File: config.mk
export PLATFORM = sky130hd
export DESIGN_NAME = oled_draw_command_serializer
export DESIGN_NICKNAME = d
export VERILOG_FILES = /design/src/odcs_pkg.sv /design/src/odcs_encode.sv /design/src/odcs_shift.sv /design/src/oled_draw_command_serializer.sv
export SDC_FILE = /design/constraint.sdc
export NUM_CORES = 1
export LEC_CHECK = 0
export BUFFER_PORTS_ARGS = -buffer_cell sky130_fd_sc_hd__buf_2
export CELL_PAD_IN_SITES_DETAIL_PLACEMENT = 1
export CELL_PAD_IN_SITES_GLOBAL_PLACEMENT = 2
export CORE_MARGIN = 2
export CORE_UTILIZATION = 42
export DETAILED_ROUTE_END_ITERATION = 10
export GPL_ROUTABILITY_DRIVEN = 0
export PLACE_DENSITY_LB_ADDON = 0.1
export SYNTH_ARGS = -nofsm -noshare
export SYNTH_HDL_FRONTEND = slang
export SYNTH_HIERARCHICAL = 1
export SYNTH_SLANG_ARGS = --single-unit
export TNS_END_PERCENT = 10
File: constraint.sdc
create_clock -name clk -period 10.2 [get_ports clk]
set_input_delay 0.51 -clock clk [delete_from_list [all_inputs] [get_ports clk]]
set_output_delay 0.51 -clock clk [all_outputs]
set_load 0.005 [all_outputs]
File: src/odcs_pkg.sv
`timescale 1ns / 1ps

package odcs_pkg;

    localparam int DEF_DISPLAY_WIDTH  = 96;
    localparam int DEF_DISPLAY_HEIGHT = 64;

    localparam int MAX_BYTES = 13;
    localparam int CNT_W     = $clog2(MAX_BYTES + 1);

    // request codes
    localparam logic [2:0] CMD_LINE  = 3'd0;
    localparam logic [2:0] CMD_FRAME = 3'd1;
    localparam logic [2:0] CMD_FILL  = 3'd2;
    localparam logic [2:0] CMD_COPY  = 3'd3;
    localparam logic [2:0] CMD_DIM   = 3'd4;
    localparam logic [2:0] CMD_CLEAR = 3'd5;

    // controller opcodes
    localparam logic [7:0] OP_LINE  = 8'h21;
    localparam logic [7:0] OP_RECT  = 8'h22;
    localparam logic [7:0] OP_COPY  = 8'h23;
    localparam logic [7:0] OP_DIM   = 8'h24;
    localparam logic [7:0] OP_CLEAR = 8'h25;
    localparam logic [7:0] OP_FILL  = 8'h26;
    localparam logic [7:0] FILL_ON  = 8'h01;

    localparam logic [CNT_W-1:0] LEN_LINE  = CNT_W'(8);
    localparam logic [CNT_W-1:0] LEN_FRAME = CNT_W'(13);
    localparam logic [CNT_W-1:0] LEN_COPY  = CNT_W'(7);
    localparam logic [CNT_W-1:0] LEN_WIN   = CNT_W'(5);

    typedef struct packed {
        logic [2:0]  command;
        logic [7:0]  x_start;
        logic [7:0]  y_start;
        logic [7:0]  x_end;
        logic [7:0]  y_end;
        logic [7:0]  x_dest;
        logic [7:0]  y_dest;
        logic [7:0]  rect_width;
        logic [7:0]  rect_height;
        logic [15:0] line_color;
        logic [15:0] fill_color;
    } req_t;

    typedef struct packed {
        logic [MAX_BYTES-1:0][7:0] bytes;
        logic [CNT_W-1:0]          count;
    } frame_t;

    function automatic logic [7:0] red5(input logic [15:0] c);
        red5 = {3'b000, c[15:11]};
    endfunction

    function automatic logic [7:0] green6(input logic [15:0] c);
        green6 = {2'b00, c[10:5]};
    endfunction

    function automatic logic [7:0] blue5(input logic [15:0] c);
        blue5 = {3'b000, c[4:0]};
    endfunction

endpackage

File: src/odcs_encode.sv
`timescale 1ns / 1ps

module odcs_encode #(
    parameter int DISPLAY_WIDTH  = odcs_pkg::DEF_DISPLAY_WIDTH,
    parameter int DISPLAY_HEIGHT = odcs_pkg::DEF_DISPLAY_HEIGHT
) (
    input  odcs_pkg::req_t   req,
    output odcs_pkg::frame_t frame
);

    localparam logic [8:0] X_SIZE = 9'(DISPLAY_WIDTH);
    localparam logic [8:0] Y_SIZE = 9'(DISPLAY_HEIGHT);
    localparam logic [7:0] X_MAX  = 8'(DISPLAY_WIDTH - 1);
    localparam logic [7:0] Y_MAX  = 8'(DISPLAY_HEIGHT - 1);

    logic [7:0] xs_clip;
    logic [7:0] ys_clip;
    logic [7:0] xe_clip;
    logic [7:0] ye_clip;
    logic [7:0] fill_x_end;
    logic [7:0] fill_y_end;
    logic [7:0] fill_r;
    logic [7:0] fill_g;
    logic [7:0] fill_b;

    always_comb
    begin
        xs_clip = ({1'b0, req.x_start} >= X_SIZE) ? X_MAX : req.x_start;
        xe_clip = ({1'b0, req.x_end}   >= X_SIZE) ? X_MAX : req.x_end;
        ys_clip = ({1'b0, req.y_start} >= Y_SIZE) ? Y_MAX : req.y_start;
        ye_clip = ({1'b0, req.y_end}   >= Y_SIZE) ? Y_MAX : req.y_end;

        // end = start + size - 1, wraps mod 256
        fill_x_end = req.x_start + req.rect_width - 8'd1;
        fill_y_end = req.y_start + req.rect_height - 8'd1;

        // 6-bit channel scaling for the fill rectangle
        fill_r = {2'b00, req.fill_color[15:11], 1'b0};
        fill_g = {2'b00, req.fill_color[10:5]};
        fill_b = {2'b00, req.fill_color[4:0], 1'b0};
    end

    always_comb
    begin
        frame = '0;
        case (req.command)
            odcs_pkg::CMD_LINE:
            begin
                frame.bytes[0] = odcs_pkg::OP_LINE;
                frame.bytes[1] = xs_clip;
                frame.bytes[2] = ys_clip;
                frame.bytes[3] = xe_clip;
                frame.bytes[4] = ye_clip;
                frame.bytes[5] = odcs_pkg::red5(req.line_color);
                frame.bytes[6] = odcs_pkg::green6(req.line_color);
                frame.bytes[7] = odcs_pkg::blue5(req.line_color);
                frame.count    = odcs_pkg::LEN_LINE;
            end
            odcs_pkg::CMD_FRAME:
            begin
                frame.bytes[0]  = odcs_pkg::OP_FILL;
                frame.bytes[1]  = odcs_pkg::FILL_ON;
                frame.bytes[2]  = odcs_pkg::OP_RECT;
                frame.bytes[3]  = xs_clip;
                frame.bytes[4]  = ys_clip;
                frame.bytes[5]  = xe_clip;
                frame.bytes[6]  = ye_clip;
                frame.bytes[7]  = odcs_pkg::red5(req.line_color);
                frame.bytes[8]  = odcs_pkg::green6(req.line_color);
                frame.bytes[9]  = odcs_pkg::blue5(req.line_color);
                frame.bytes[10] = odcs_pkg::red5(req.fill_color);
                frame.bytes[11] = odcs_pkg::green6(req.fill_color);
                frame.bytes[12] = odcs_pkg::blue5(req.fill_color);
                frame.count     = odcs_pkg::LEN_FRAME;
            end
            odcs_pkg::CMD_FILL:
            begin
                frame.bytes[0]  = odcs_pkg::OP_FILL;
                frame.bytes[1]  = odcs_pkg::FILL_ON;
                frame.bytes[2]  = odcs_pkg::OP_RECT;
                frame.bytes[3]  = req.x_start;
                frame.bytes[4]  = req.y_start;
                frame.bytes[5]  = fill_x_end;
                frame.bytes[6]  = fill_y_end;
                frame.bytes[7]  = fill_r;
                frame.bytes[8]  = fill_g;
                frame.bytes[9]  = fill_b;
                frame.bytes[10] = fill_r;
                frame.bytes[11] = fill_g;
                frame.bytes[12] = fill_b;
                frame.count     = odcs_pkg::LEN_FRAME;
            end
            odcs_pkg::CMD_COPY:
            begin
                frame.bytes[0] = odcs_pkg::OP_COPY;
                frame.bytes[1] = req.x_start;
                frame.bytes[2] = req.y_start;
                frame.bytes[3] = req.x_end;
                frame.bytes[4] = req.y_end;
                frame.bytes[5] = req.x_dest;
                frame.bytes[6] = req.y_dest;
                frame.count    = odcs_pkg::LEN_COPY;
            end
            odcs_pkg::CMD_DIM, odcs_pkg::CMD_CLEAR:
            begin
                frame.bytes[0] = (req.command == odcs_pkg::CMD_DIM) ?
                                 odcs_pkg::OP_DIM : odcs_pkg::OP_CLEAR;
                frame.bytes[1] = req.x_start;
                frame.bytes[2] = req.y_start;
                frame.bytes[3] = req.x_end;
                frame.bytes[4] = req.y_end;
                frame.count    = odcs_pkg::LEN_WIN;
            end
            default:
            begin
                // unknown codes produce no bytes
                frame = '0;
            end
        endcase
    end

endmodule

File: src/odcs_shift.sv
`timescale 1ns / 1ps

module odcs_shift (
    input  logic             clk,
    input  logic             rst_n,
    input  logic             load_valid,
    input  odcs_pkg::frame_t load_frame,
    output logic             load_ready,
    output logic [7:0]       cmd_byte,
    output logic             last_byte,
    output logic             byte_valid,
    input  logic             byte_stall
);

    localparam int CW = odcs_pkg::CNT_W;

    logic [odcs_pkg::MAX_BYTES-1:0][7:0] bytes_reg;
    logic [odcs_pkg::MAX_BYTES-1:0][7:0] bytes_next;
    logic [CW-1:0]                       left_reg;
    logic [CW-1:0]                       left_next;
    logic                                beat;
    logic                                load;

    assign byte_valid = (left_reg != '0);
    assign last_byte  = (left_reg == CW'(1));
    assign cmd_byte   = bytes_reg[0];
    assign beat       = byte_valid && !byte_stall;

    // empty, or the final byte leaves this cycle
    assign load_ready = (left_reg == '0) || (last_byte && beat);
    assign load       = load_valid && load_ready;

    always_comb
    begin
        bytes_next = bytes_reg;
        left_next  = left_reg;
        if (load)
        begin
            bytes_next = load_frame.bytes;
            left_next  = load_frame.count;
        end
        else if (beat)
        begin
            bytes_next = {8'h00, bytes_reg[odcs_pkg::MAX_BYTES-1:1]};
            left_next  = left_reg - CW'(1);
        end
    end

    always_ff @(posedge clk or negedge rst_n)
    begin
        if (!rst_n)
        begin
            left_reg <= '0;
        end
        else
        begin
            left_reg <= left_next;
        end
    end

    always_ff @(posedge clk)
    begin
        bytes_reg <= bytes_next;
    end

endmodule

File: src/oled_draw_command_serializer.sv
`timescale 1ns / 1ps

// channel   direction  handshake             payload
// req       in         req_valid/req_stall   command .. fill_color
// byte      out        byte_valid/byte_stall cmd_byte, last_byte
//
// a request emits 5, 7, 8 or 13 byte beats, one per cycle while byte_stall is low;
// the byte shift register sets the rate
// unknown codes are dropped and load no bytes into the byte shift register
// reset clears the request valid and the byte count; payload is not reset
// a stall on the byte side holds the current byte; the next request waits
// in the request register and is encoded and loaded as the last byte leaves
module oled_draw_command_serializer #(
    parameter int DISPLAY_WIDTH  = odcs_pkg::DEF_DISPLAY_WIDTH,
    parameter int DISPLAY_HEIGHT = odcs_pkg::DEF_DISPLAY_HEIGHT
) (
    input  logic        clk,
    input  logic        rst_n,
    input  logic        req_valid,
    output logic        req_stall,
    input  logic [2:0]  command,
    input  logic [7:0]  x_start,
    input  logic [7:0]  y_start,
    input  logic [7:0]  x_end,
    input  logic [7:0]  y_end,
    input  logic [7:0]  x_dest,
    input  logic [7:0]  y_dest,
    input  logic [7:0]  rect_width,
    input  logic [7:0]  rect_height,
    input  logic [15:0] line_color,
    input  logic [15:0] fill_color,
    output logic        byte_valid,
    input  logic        byte_stall,
    output logic [7:0]  cmd_byte,
    output logic        last_byte
);

    odcs_pkg::req_t   req_reg;
    odcs_pkg::req_t   req_next;
    logic             pend_reg;
    logic             pend_next;
    odcs_pkg::frame_t frame;
    logic             load_ready;
    logic             req_beat;

    assign req_stall = pend_reg && !load_ready;
    assign req_beat  = req_valid && !req_stall;

    always_comb
    begin
        req_next  = req_reg;
        pend_next = pend_reg && !load_ready;
        if (req_beat)
        begin
            req_next.command     = command;
            req_next.x_start     = x_start;
            req_next.y_start     = y_start;
            req_next.x_end       = x_end;
            req_next.y_end       = y_end;
            req_next.x_dest      = x_dest;
            req_next.y_dest      = y_dest;
            req_next.rect_width  = rect_width;
            req_next.rect_height = rect_height;
            req_next.line_color  = line_color;
            req_next.fill_color  = fill_color;
            pend_next            = 1'b1;
        end
    end

    always_ff @(posedge clk or negedge rst_n)
    begin
        if (!rst_n)
        begin
            pend_reg <= 1'b0;
        end
        else
        begin
            pend_reg <= pend_next;
        end
    end

    always_ff @(posedge clk)
    begin
        req_reg <= req_next;
    end

    odcs_encode #(
        .DISPLAY_WIDTH  (DISPLAY_WIDTH),
        .DISPLAY_HEIGHT (DISPLAY_HEIGHT)
    ) u_encode (
        .req   (req_reg),
        .frame (frame)
    );

    odcs_shift u_shift (
        .clk        (clk),
        .rst_n      (rst_n),
        .load_valid (pend_reg),
        .load_frame (frame),
        .load_ready (load_ready),
        .cmd_byte   (cmd_byte),
        .last_byte  (last_byte),
        .byte_valid (byte_valid),
        .byte_stall (byte_stall)
    );

endmodule

# Word-level counts from Yosys, hierarchy flattened
# Cells that the tools add are included.
dict set report word_totals {
  register_bits 208
  in_bits 103
  output_inout_bits 11
  wordCells 69
}
dict set report op_classes {
  n_eq_ne 6
  order_cmp 4
  reduce_logical 14
  mux 14
  add_sub_neg 5
}
# cell n
set op_table {}
lappend op_table {{$pmux 44 s5} 1}
lappend op_table {{$mux 104} 2}
lappend op_table {{$pmux 38 s2} 1}
lappend op_table {{$pmux 16 s4} 1}
lappend op_table {{$ge 8x7->1 const B} 4}
lappend op_table {{$mux 8} 4}
lappend op_table {{$pmux 6 s3} 1}
lappend op_table {{$add 8x8->8} 2}
lappend op_table {{$sub 8x1->8 const B} 2}
lappend op_table {{$mux 4} 2}
lappend op_table {{$eq 3x2->1 const B} 2}
lappend op_table {{$eq 3x3->1 const B} 2}
lappend op_table {{$logic_and 1x1->1} 5}
lappend op_table {{$eq 4x1->1 const B} 1}
lappend op_table {{$logic_not 4->1} 1}
lappend op_table {{$reduce_bool 4->1} 1}
lappend op_table {{$sub 4x1->4 const B} 1}
lappend op_table {{$eq 3x1->1 const B} 1}
lappend op_table {{$logic_not 1->1} 3}
lappend op_table {{$logic_not 3->1} 1}
lappend op_table {{$mux 1} 2}
lappend op_table {{$reduce_bool 2->1} 1}
lappend op_table {{$reduce_or 2->1} 1}
lappend op_table {{$logic_or 1x1->1} 1}

# Longest topological paths before layout
# Gate-level depths: netlist of the first run.
dict set report logic_depth {
  depth_word 9
  mapped_depth 12
  ltp_nobuf 12
}

# Modules after synthesis
# Netlist of the first run, hierarchy kept.
# module n_inst cells_per_inst seq_area_each_um2 area_each_um2
set modules_own_cells {}
lappend modules_own_cells {odcs_shift 1 262 3223.1 5107.4}
lappend modules_own_cells {oled_draw_command_serializer 1 104 2997.9 3030.4}
lappend modules_own_cells {odcs_encode 1 406 0.0 2478.6}

# Least setup slack after synthesis of the first run
# OpenSTA, ideal clock, no wires.
dict set report synth_path {
  kind {register to register}
  startpoint {register u_shift.left_reg[0]}
  endpoint {register u_shift/bytes_reg[100] in the netlist's numbering, enable pin}
  path_stages_with_launch 5
  path_buffers 0
  arrival_time_ps 8107
  setup_slack_ps 1383
  synth_period_minus_slack_ps 8817
  setup_time_ps 710
  required_ps 9490
  cell_sequence {dfrtp_1 > inv_1 > ha_1 > nor3b_1 > o21ai_0}
}
dict set report synth_between {
  elab_chain_cells 6
  elab_cells_between_ends 8
  cone_classes {eq/ne: 1; reduce/logical: 7}
}
# item line
set synth_rtl {}
lappend synth_rtl {{start: declaration} odcs_shift.sv:19} ;# logic [CW-1:0] left_reg;
lappend synth_rtl {{start signal: assignment} odcs_shift.sv:57} ;# left_reg <= left_next;
lappend synth_rtl {{$reduce_bool 4->1} odcs_shift.sv:24} ;# assign byte_valid = (left_reg != '0);
lappend synth_rtl {{$logic_and 1x1->1} odcs_shift.sv:27} ;# assign beat = byte_valid && !byte_stall;
lappend synth_rtl {{$logic_and 1x1->1} odcs_shift.sv:30} ;# assign load_ready = (left_reg == '0) || (last_byte && beat);
lappend synth_rtl {{$logic_or 1x1->1} odcs_shift.sv:30}
lappend synth_rtl {{$logic_and 1x1->1} odcs_shift.sv:31} ;# assign load = load_valid && load_ready;
lappend synth_rtl {{$reduce_bool 2->1 (no line) *} -}
lappend synth_rtl {{end signal: assignment} odcs_shift.sv:63} ;# bytes_reg <= bytes_next;
lappend synth_rtl {{end: declaration} odcs_shift.sv:17} ;# logic [odcs_pkg::MAX_BYTES-1:0][7:0] bytes_reg;
# Every way passes the cells marked *; elsewhere a longest branch is shown, timed or not.
# A chain may end at the register's enable or synchronous reset.

# Final worst setup path of the first run
dict set report layout_path {
  startpoint {register u_shift.left_reg[1]}
  endpoint {register req_reg[78] in the netlist's numbering, enable pin}
}
dict set report layout_between {
  elab_chain_cells 8
  elab_cells_between_ends 10
  cone_classes {eq/ne: 1; reduce/logical: 9}
}
# item line
set layout_rtl {}
lappend layout_rtl {{$reduce_bool 4->1} odcs_shift.sv:24}
lappend layout_rtl {{$logic_and 1x1->1} odcs_shift.sv:27}
lappend layout_rtl {{$logic_and 1x1->1} odcs_shift.sv:30}
lappend layout_rtl {{$logic_or 1x1->1 *} odcs_shift.sv:30}
lappend layout_rtl {{via load_ready} oled_draw_command_serializer.sv:43} ;# logic load_ready;
lappend layout_rtl {{$logic_not 1->1 *} oled_draw_command_serializer.sv:46} ;# assign req_stall = pend_reg && !load_ready;
lappend layout_rtl {{$logic_and 1x1->1 *} oled_draw_command_serializer.sv:46}
lappend layout_rtl {{$logic_not 1->1 *} oled_draw_command_serializer.sv:47} ;# assign req_beat = req_valid && !req_stall;
lappend layout_rtl {{$logic_and 1x1->1 *} oled_draw_command_serializer.sv:47}
lappend layout_rtl {{via req_beat} oled_draw_command_serializer.sv:44} ;# logic req_beat;
lappend layout_rtl {{end signal: assignment} oled_draw_command_serializer.sv:84} ;# req_reg <= req_next;
lappend layout_rtl {{end: declaration} oled_draw_command_serializer.sv:38} ;# odcs_pkg::req_t req_reg;
# Mark *: on every way through the listed nets, which the timed path passes. The rest lies on a longest branch.

==> impl_metrics.py, run 1 <==
metrics = {
    "run_status": {
        "status": "finished, final reports clean",
    },
    "worst_setup_path": {
        "crit_path_end_kind": "flip-flop",
        "worstPathBufferInverterCount": 3,
        "critical_path_arrival_ps": 3660,
        "crit_top_cell": "inv_1",
        "reg2reg_depth": 8,
        "worst_r2r_endpoint": "req_reg[78]",
        "worst_ep_required_time_ps": 10340,
        "cpPeakStageDelay_ps": 710,
        "critPathSlowestCell": "nor3b_1",
        "path_class": "reg2reg",
        "crit_path_cell_trace": "inv_1 > ha_1 > nor3b_1 > inv_1 > o21ai_0 > nand2b_4 > and2_4 > buf_4",
        "critPathLaunchType": "flip-flop",
        "cpLargestDelayFamily": "simple AND/OR/NAND/NOR gates",
        "rrSetupSlack_ps": 6670,
        "r2r_start": "u_shift/left_reg[1]",
        "path_max_fanout": 60,
    },
    "clock_network": {
        "clk_pin_slew_ps": 60,
        "cts_tree": "yes",
        "cts-root-buf": "clkbuf_16",
        "clock_path_buffers": 3,
        "cts_sinks": 208,
        "htree_levels": 1,
        "numCtsBuffers": 24,
        "clk_latency_ps": 510,
    },
    "floorplanning": {
        "die_w_microns": 163,
        "core_area_sq_mm": 0.0250,
        "die_area_sq_mm": 0.0266,
        "start_util_pct": 42.5,
        "pin_count": 114,
        "die-height_microns": 163,
        "num_rows": 58,
    },
    "pwr": {
        "p_total_mw": 3.79,
        "intPower_mw": 2.58,
        "irDropWorstVdd_mv": 0.170,
        "leakage_nw": 5.07,
        "p_sw_share_pct": 31.8,
        "powerDensity_mw_per_mm2": 315,
        "p_switching_mw": 1.20,
        "pwr-share-comb_pct": 36.7,
        "p_clk_share_pct": 21.2,
        "pwr-share-seq_pct": 42.1,
    },
    "yosys": {
        "ys_top_cells_by_area": "edfxtp_1 (57%), mux2_4 (14%), ha_1 (3.3%)",
        "synthDistinctLibCells": 54,
        "synth_area_per_cell_sq_um": 13.8,
        "synth_flop_cell": "edfxtp_1",
        "netlist.area_leader.share_pct": 57.4,
        "ys_warn_count": 6,
        "synth_edf_count": 203,
        "synth_common_cells": "edfxtp_1 (203), mux2_4 (97), inv_1 (60), nor2_1 (57), o21ai_0 (43)",
        "ys_seq_elements": 208,
        "netlist_area_sq_mm": 0.0106,
        "syn_inst": 772,
        "yosysSeqAreaShare_pct": 58.6,
        "async_flop_share_pct": 2.40,
        "yosysTopAreaCell": "edfxtp_1",
        "synth_most_common_cell": "edfxtp_1",
    },
    "global_route": {
        "grt_pass1_vias": 6799,
        "grt-ovfl-total": 0,
        "grt_usage_pct": 19.2,
        "antenna_found_initial": 0,
        "grt_max_degree": 82,
        "grt_first_pass_wirelength_microns": 39000,
    },
    "route": {
        "ant_nets": 0,
        "dr.pass1.iters": 5,
        "routedWlPerCell_microns": 20.8,
        "drc": 0,
        "vias_per_cell": 5.11,
        "wirelength_microns": 25400,
        "dr_total_vias": 6221,
        "drt_iter0_drc": 400,
    },
    "sta": {
        "fin_skew_ps": 14.8,
        "min_period_ps": 3530,
        "fmax_ghz": 0.284,
        "worst_pin_slew_ps": 1100,
        "drv_slew": 0,
        "worst_slack_ps": 6670,
        "fin_setup_tns_ps": 0,
        "setup_violations": 0,
        "rsz0062_at_grt": "false",
        "finalCritPeriodShare_pct": 34.6,
        "finalHoldViolations": 0,
        "relSlewSlack_pct": 26.4,
    },
    "layout": {
        "area_growth_pct": 13.1,
        "post-route-util_pct": 48.1,
        "final_area_sq_mm": 0.0120,
        "nFillCells": 2581,
        "antenna_cells": 0,
        "layout.nets": 1005,
        "drive_above_1_share_pct": 29.6,
        "largest_reg_flops": 99,
    },
    "place": {
        "port_buffers": 113,
        "pre_cts_ws_ps": 6680,
        "dp_hpwl_microns": 17300,
        "placed_area_sq_mm": 0.0113,
    },
    "job": {
        "maxCapViolations": 0,
    },
    "worst_hold_path": {
        "hold_start": "y_dest[4]",
        "worstHoldEndpoint": "req_reg[52]",
        "worst_hold_path_type": "in2reg",
        "hold_depth": 1,
    },
}
[what timing repair did]
| item | 4_1_cts | 5_1_grt |
|---|---|---|
| gates resized for setup | 0 | 0 |
| hold buffers | 1 | 0 |
| buffers inserted | 0 | 0 |
| hold endpoints to repair | 5 | 0 |
[through the flow]
step / hold slack [ps] / instances
floorplan: 214 / 787
global placement: 327 / 1175
detailed placement: 330 / 1175
CTS: 150 / 1218
global route: 151 / 1218
finish: 172 / 1218
[per-layer routing]
metal | GRT usage, % | vias to the layer above | share of wire, %
met5 | 0 | - | 0
met4 | 3.62 | 0 | 1.7
met2 | 33.5 | 145 | 50
met3 | 2.57 | 27 | 3.8
met1 | 25.9 | 3099 | 45
li1 | - | 2950 | -
[worst max path at each step]
stage                              from                endpoint  cells past startpoint
floorplan           u_shift/left_reg[0]  u_shift/bytes_reg[100]                      4
global placement    u_shift/left_reg[0]             req_reg[69]                      8
detailed placement  u_shift/left_reg[0]             req_reg[77]                      8
CTS                 u_shift/left_reg[0]             req_reg[42]                      8
global route        u_shift/left_reg[1]             req_reg[78]                      8
finish              u_shift/left_reg[1]             req_reg[78]                      8
[power by group through the flow]
| stage | logic (mW) | registers [mW] | clock network (mW) |
|---|---|---|---|
| finish | 1.39 | 1.60 | 0.801 |
| global placement | 1.35 | 1.60 | 0 |
| detailed placement | 1.40 | 1.61 | 0 |
| CTS | 1.41 | 1.60 | 0.821 |
| floorplan | 1.13 | 1.57 | 0 |
| global route | 1.52 | 1.63 | 0.850 |
[cells in the final DEF (no fill, tap or decap), types with 5 or more instances in the layout]
cell type,synthesis,final
edfxtp_1,203,203
buf_2,16,113
mux2_4,97,97
inv_1,60,60
nor2_1,57,57
o21ai_0,43,42
a21oi_1,36,36
nand2_1,33,33
ha_1,28,28
clkbuf_16,0,25
and2_1,18,18
a22o_1,18,18
conb_1,1,16
mux2i_1,13,13
a211oi_1,12,12
o21a_1,9,9
xnor2_1,9,9
and3_1,8,8
clkbuf_1,3,7
buf_4,30,7
nand2b_1,6,6
clkinv_1,0,5
dfrtp_1,5,5
xor2_1,5,5
[logic make-up after synthesis]
kind of cell	after synthesis	synth area share (%)
fa+ha+maj	30	3.68
xor+xnor	14	1.16
compound gates	135	7.90
other cells	1	0.0353
mux	112	15.3
buf+inv	123	6.45
simple gates	149	6.93
flops	208	58.6
[worst register-to-register path, stage by stage, from the launching register on]
cell	delay, ps
dfrtp_1	400
inv_1	100
ha_1	230
nor3b_1	710
inv_1	140
o21ai_0	110
nand2b_4	160
and2_4	510
buf_4	730
[area by class of cell]
cell class	count	area (sq um)	share of cell area, %
flip-flops and latches	208	6220	51.8
well taps	330	413	3.44
inverters	61	229	1.91
clock buffers	32	652	5.43
repair buffers	121	628	5.23
clock inverters	10	68.8	0.573
multi-input cells	456	3790	31.6
Note: power is estimated with default switching activity, not from simulation.
==> inputs of run 2 (changes only) <==
CORE_UTILIZATION = 38   (was 42)
clock period = 2.9 ns   (was 10.2 ns; I/O delays follow)
==> impl_metrics.py, run 2 (synthesis results as in run 1) <==
metrics = {
    "run_status": {
        "status": "finished, final reports clean",
    },
    "pwr": {
        "pwr-share-seq_pct": 40.6,
        "p_sw_share_pct": 31.1,
        "irDropWorstVdd_mv": 0.528,
        "pwr-share-comb_pct": 37.7,
        "p_total_mw": 13.8,
        "leakage_nw": 5.61,
        "powerDensity_mw_per_mm2": 1030,
        "p_switching_mw": 4.28,
        "intPower_mw": 9.47,
        "p_clk_share_pct": 21.7,
    },
    "clock_network": {
        "cts_tree": "yes",
        "cts_sinks": 208,
        "cts-root-buf": "clkbuf_16",
        "numCtsBuffers": 24,
        "clk_pin_slew_ps": 60,
        "clock_path_buffers": 3,
        "clk_latency_ps": 520,
        "htree_levels": 1,
    },
    "worst_setup_path": {
        "path_class": "reg2reg",
        "worst_r2r_endpoint": "u_shift/bytes_reg[47]",
        "worst_ep_required_time_ps": 3170,
        "r2r_start": "req_reg[89]",
        "critPathLaunchType": "flip-flop",
        "path_max_fanout": 3,
        "crit_path_end_kind": "flip-flop",
        "rrSetupSlack_ps": 200,
        "reg2reg_depth": 11,
        "critical_path_arrival_ps": 2970,
    },
    "sta": {
        "rsz0062_at_grt": "false",
        "fmax_ghz": 0.370,
        "fin_setup_tns_ps": 0,
        "finalHoldViolations": 0,
        "min_period_ps": 2700,
        "fin_skew_ps": 12.2,
        "relSlewSlack_pct": 34.2,
        "finalCritPeriodShare_pct": 93.1,
        "setup_violations": 0,
        "drv_slew": 0,
        "worst_pin_slew_ps": 986,
    },
    "route": {
        "drc": 0,
        "dr_total_vias": 6688,
        "routedWlPerCell_microns": 19.7,
        "wirelength_microns": 27200,
        "drt_iter0_drc": 342,
        "vias_per_cell": 4.85,
        "dr.pass1.iters": 4,
        "ant_nets": 0,
    },
    "job": {
        "maxCapViolations": 0,
    },
    "layout": {
        "post-route-util_pct": 48.2,
        "area_growth_pct": 25.5,
        "final_cell_mix": "edfxtp_1 (203), buf_2 (113), dlygate4sd3_1 (102), mux2_4 (97), inv_1 (60)",
        "layout.nets": 1121,
        "largest_reg_flops": 99,
        "antenna_cells": 0,
        "final_common_cell": "edfxtp_1",
        "drive_above_1_share_pct": 28.0,
    },
    "floorplanning": {
        "start_util_pct": 38.4,
        "num_rows": 61,
        "die_w_microns": 171,
        "pin_count": 114,
        "die-height_microns": 171,
        "core_area_sq_mm": 0.0276,
        "die_area_sq_mm": 0.0293,
    },
    "place": {
        "dp_hpwl_microns": 18900,
        "port_buffers": 113,
    },
    "global_route": {
        "grt_max_degree": 49,
        "grtUsageMet3_pct": 2.36,
        "antenna_found_initial": 0,
        "grt-ovfl-total": 0,
        "grtUsageMet1_pct": 25.1,
        "top_usage_layer": "met2",
        "grt_first_pass_wirelength_microns": 41900,
        "grt_pass1_vias": 7184,
        "globalRouteMet2Util_pct": 33.1,
        "grt_usage_pct": 18.9,
    },
    "worst_hold_path": {
        "worstHoldEndpoint": "u_shift/left_reg[1]",
        "hold_start": "byte_stall",
        "hold_depth": 3,
        "worst_hold_path_type": "in2reg",
    },
}
-- run 2: cell types whose count changed in the layout (fill, tap and decap cells not counted), sizes merged --
cell,change
dlygate4sd3,+101
buf,+15
clkbuf,-3
bufinv,+2
clkinv,-1
-- run 2: layer usage --
layer / share of wire, % / vias to the layer above
met3: 3.2 / 31
met4: 1.8 / 0
met5: 0 / -
met1: 45 / 3359
met2: 50 / 116
li1: - / 3182
-- run 2: final cells by class --
type / count / area, sq um
clock inverters: 11 / 121
fillers: 2828 / 14300
well taps: 378 / 473
inverters: 61 / 229
clock buffers: 29 / 641
repair buffers: 237 / 1830
multi-input cells: 456 / 3810
flip-flops and latches: 208 / 6220
-- run 2: worst max-delay path, stage by stage (launching register included) --
cell,delay [ps]
edfxtp_1,380
inv_1,70
ha_1,280
inv_1,40
ha_1,220
fa_1,450
a211oi_2,240
o21bai_1,120
a21oi_2,180
xnor2_1,130
o21ai_0,90
mux2_4,270
-- run 2: repair_timing --
item                                    CTS  global route
endpoints found under the setup margin    0             1
buffers inserted                          0             0
hold endpoints to repair                105             0
gates resized for setup                   0             2
hold buffers                            102             0
-- run 2: stage by stage --
step | std cells | hold slack, ps | worst slack (ps) | cell area, sq um
final | 1380 | 71.4 | 200 | 13300
after global routing | 1380 | 56.7 | 28.9 | 13300
after global placement | 1238 | -29.6 | 226 | 11500
after detailed placement | 1238 | -27.5 | 106 | 11500
after floorplan | 787 | -151 | -17.3 | 10700
after CTS | 1380 | 38.6 | 107 | 13300
-- run 2: worst max path at each step --
stage,end,from,slack (ps),cells past startpoint
floorplan,u_shift/bytes_reg[100],u_shift/left_reg[0],-20,4
global placement,u_shift/bytes_reg[47],req_reg[89],230,11
detailed placement,u_shift/bytes_reg[47],req_reg[89],110,11
CTS,u_shift/bytes_reg[47],req_reg[89],110,11
global route,u_shift/bytes_reg[47],req_reg[89],30,11
finish,u_shift/bytes_reg[47],req_reg[89],200,11
-- run 2: power by group through the flow --
stage / clock network [mW] / logic (mW) / registers (mW)
after CTS: 3.07 / 5.23 / 5.60
after global routing: 3.16 / 5.66 / 5.70
after global placement: 0 / 4.98 / 5.62
after floorplan: 0 / 3.98 / 5.38
final: 2.99 / 5.18 / 5.58
after detailed placement: 0 / 5.10 / 5.64
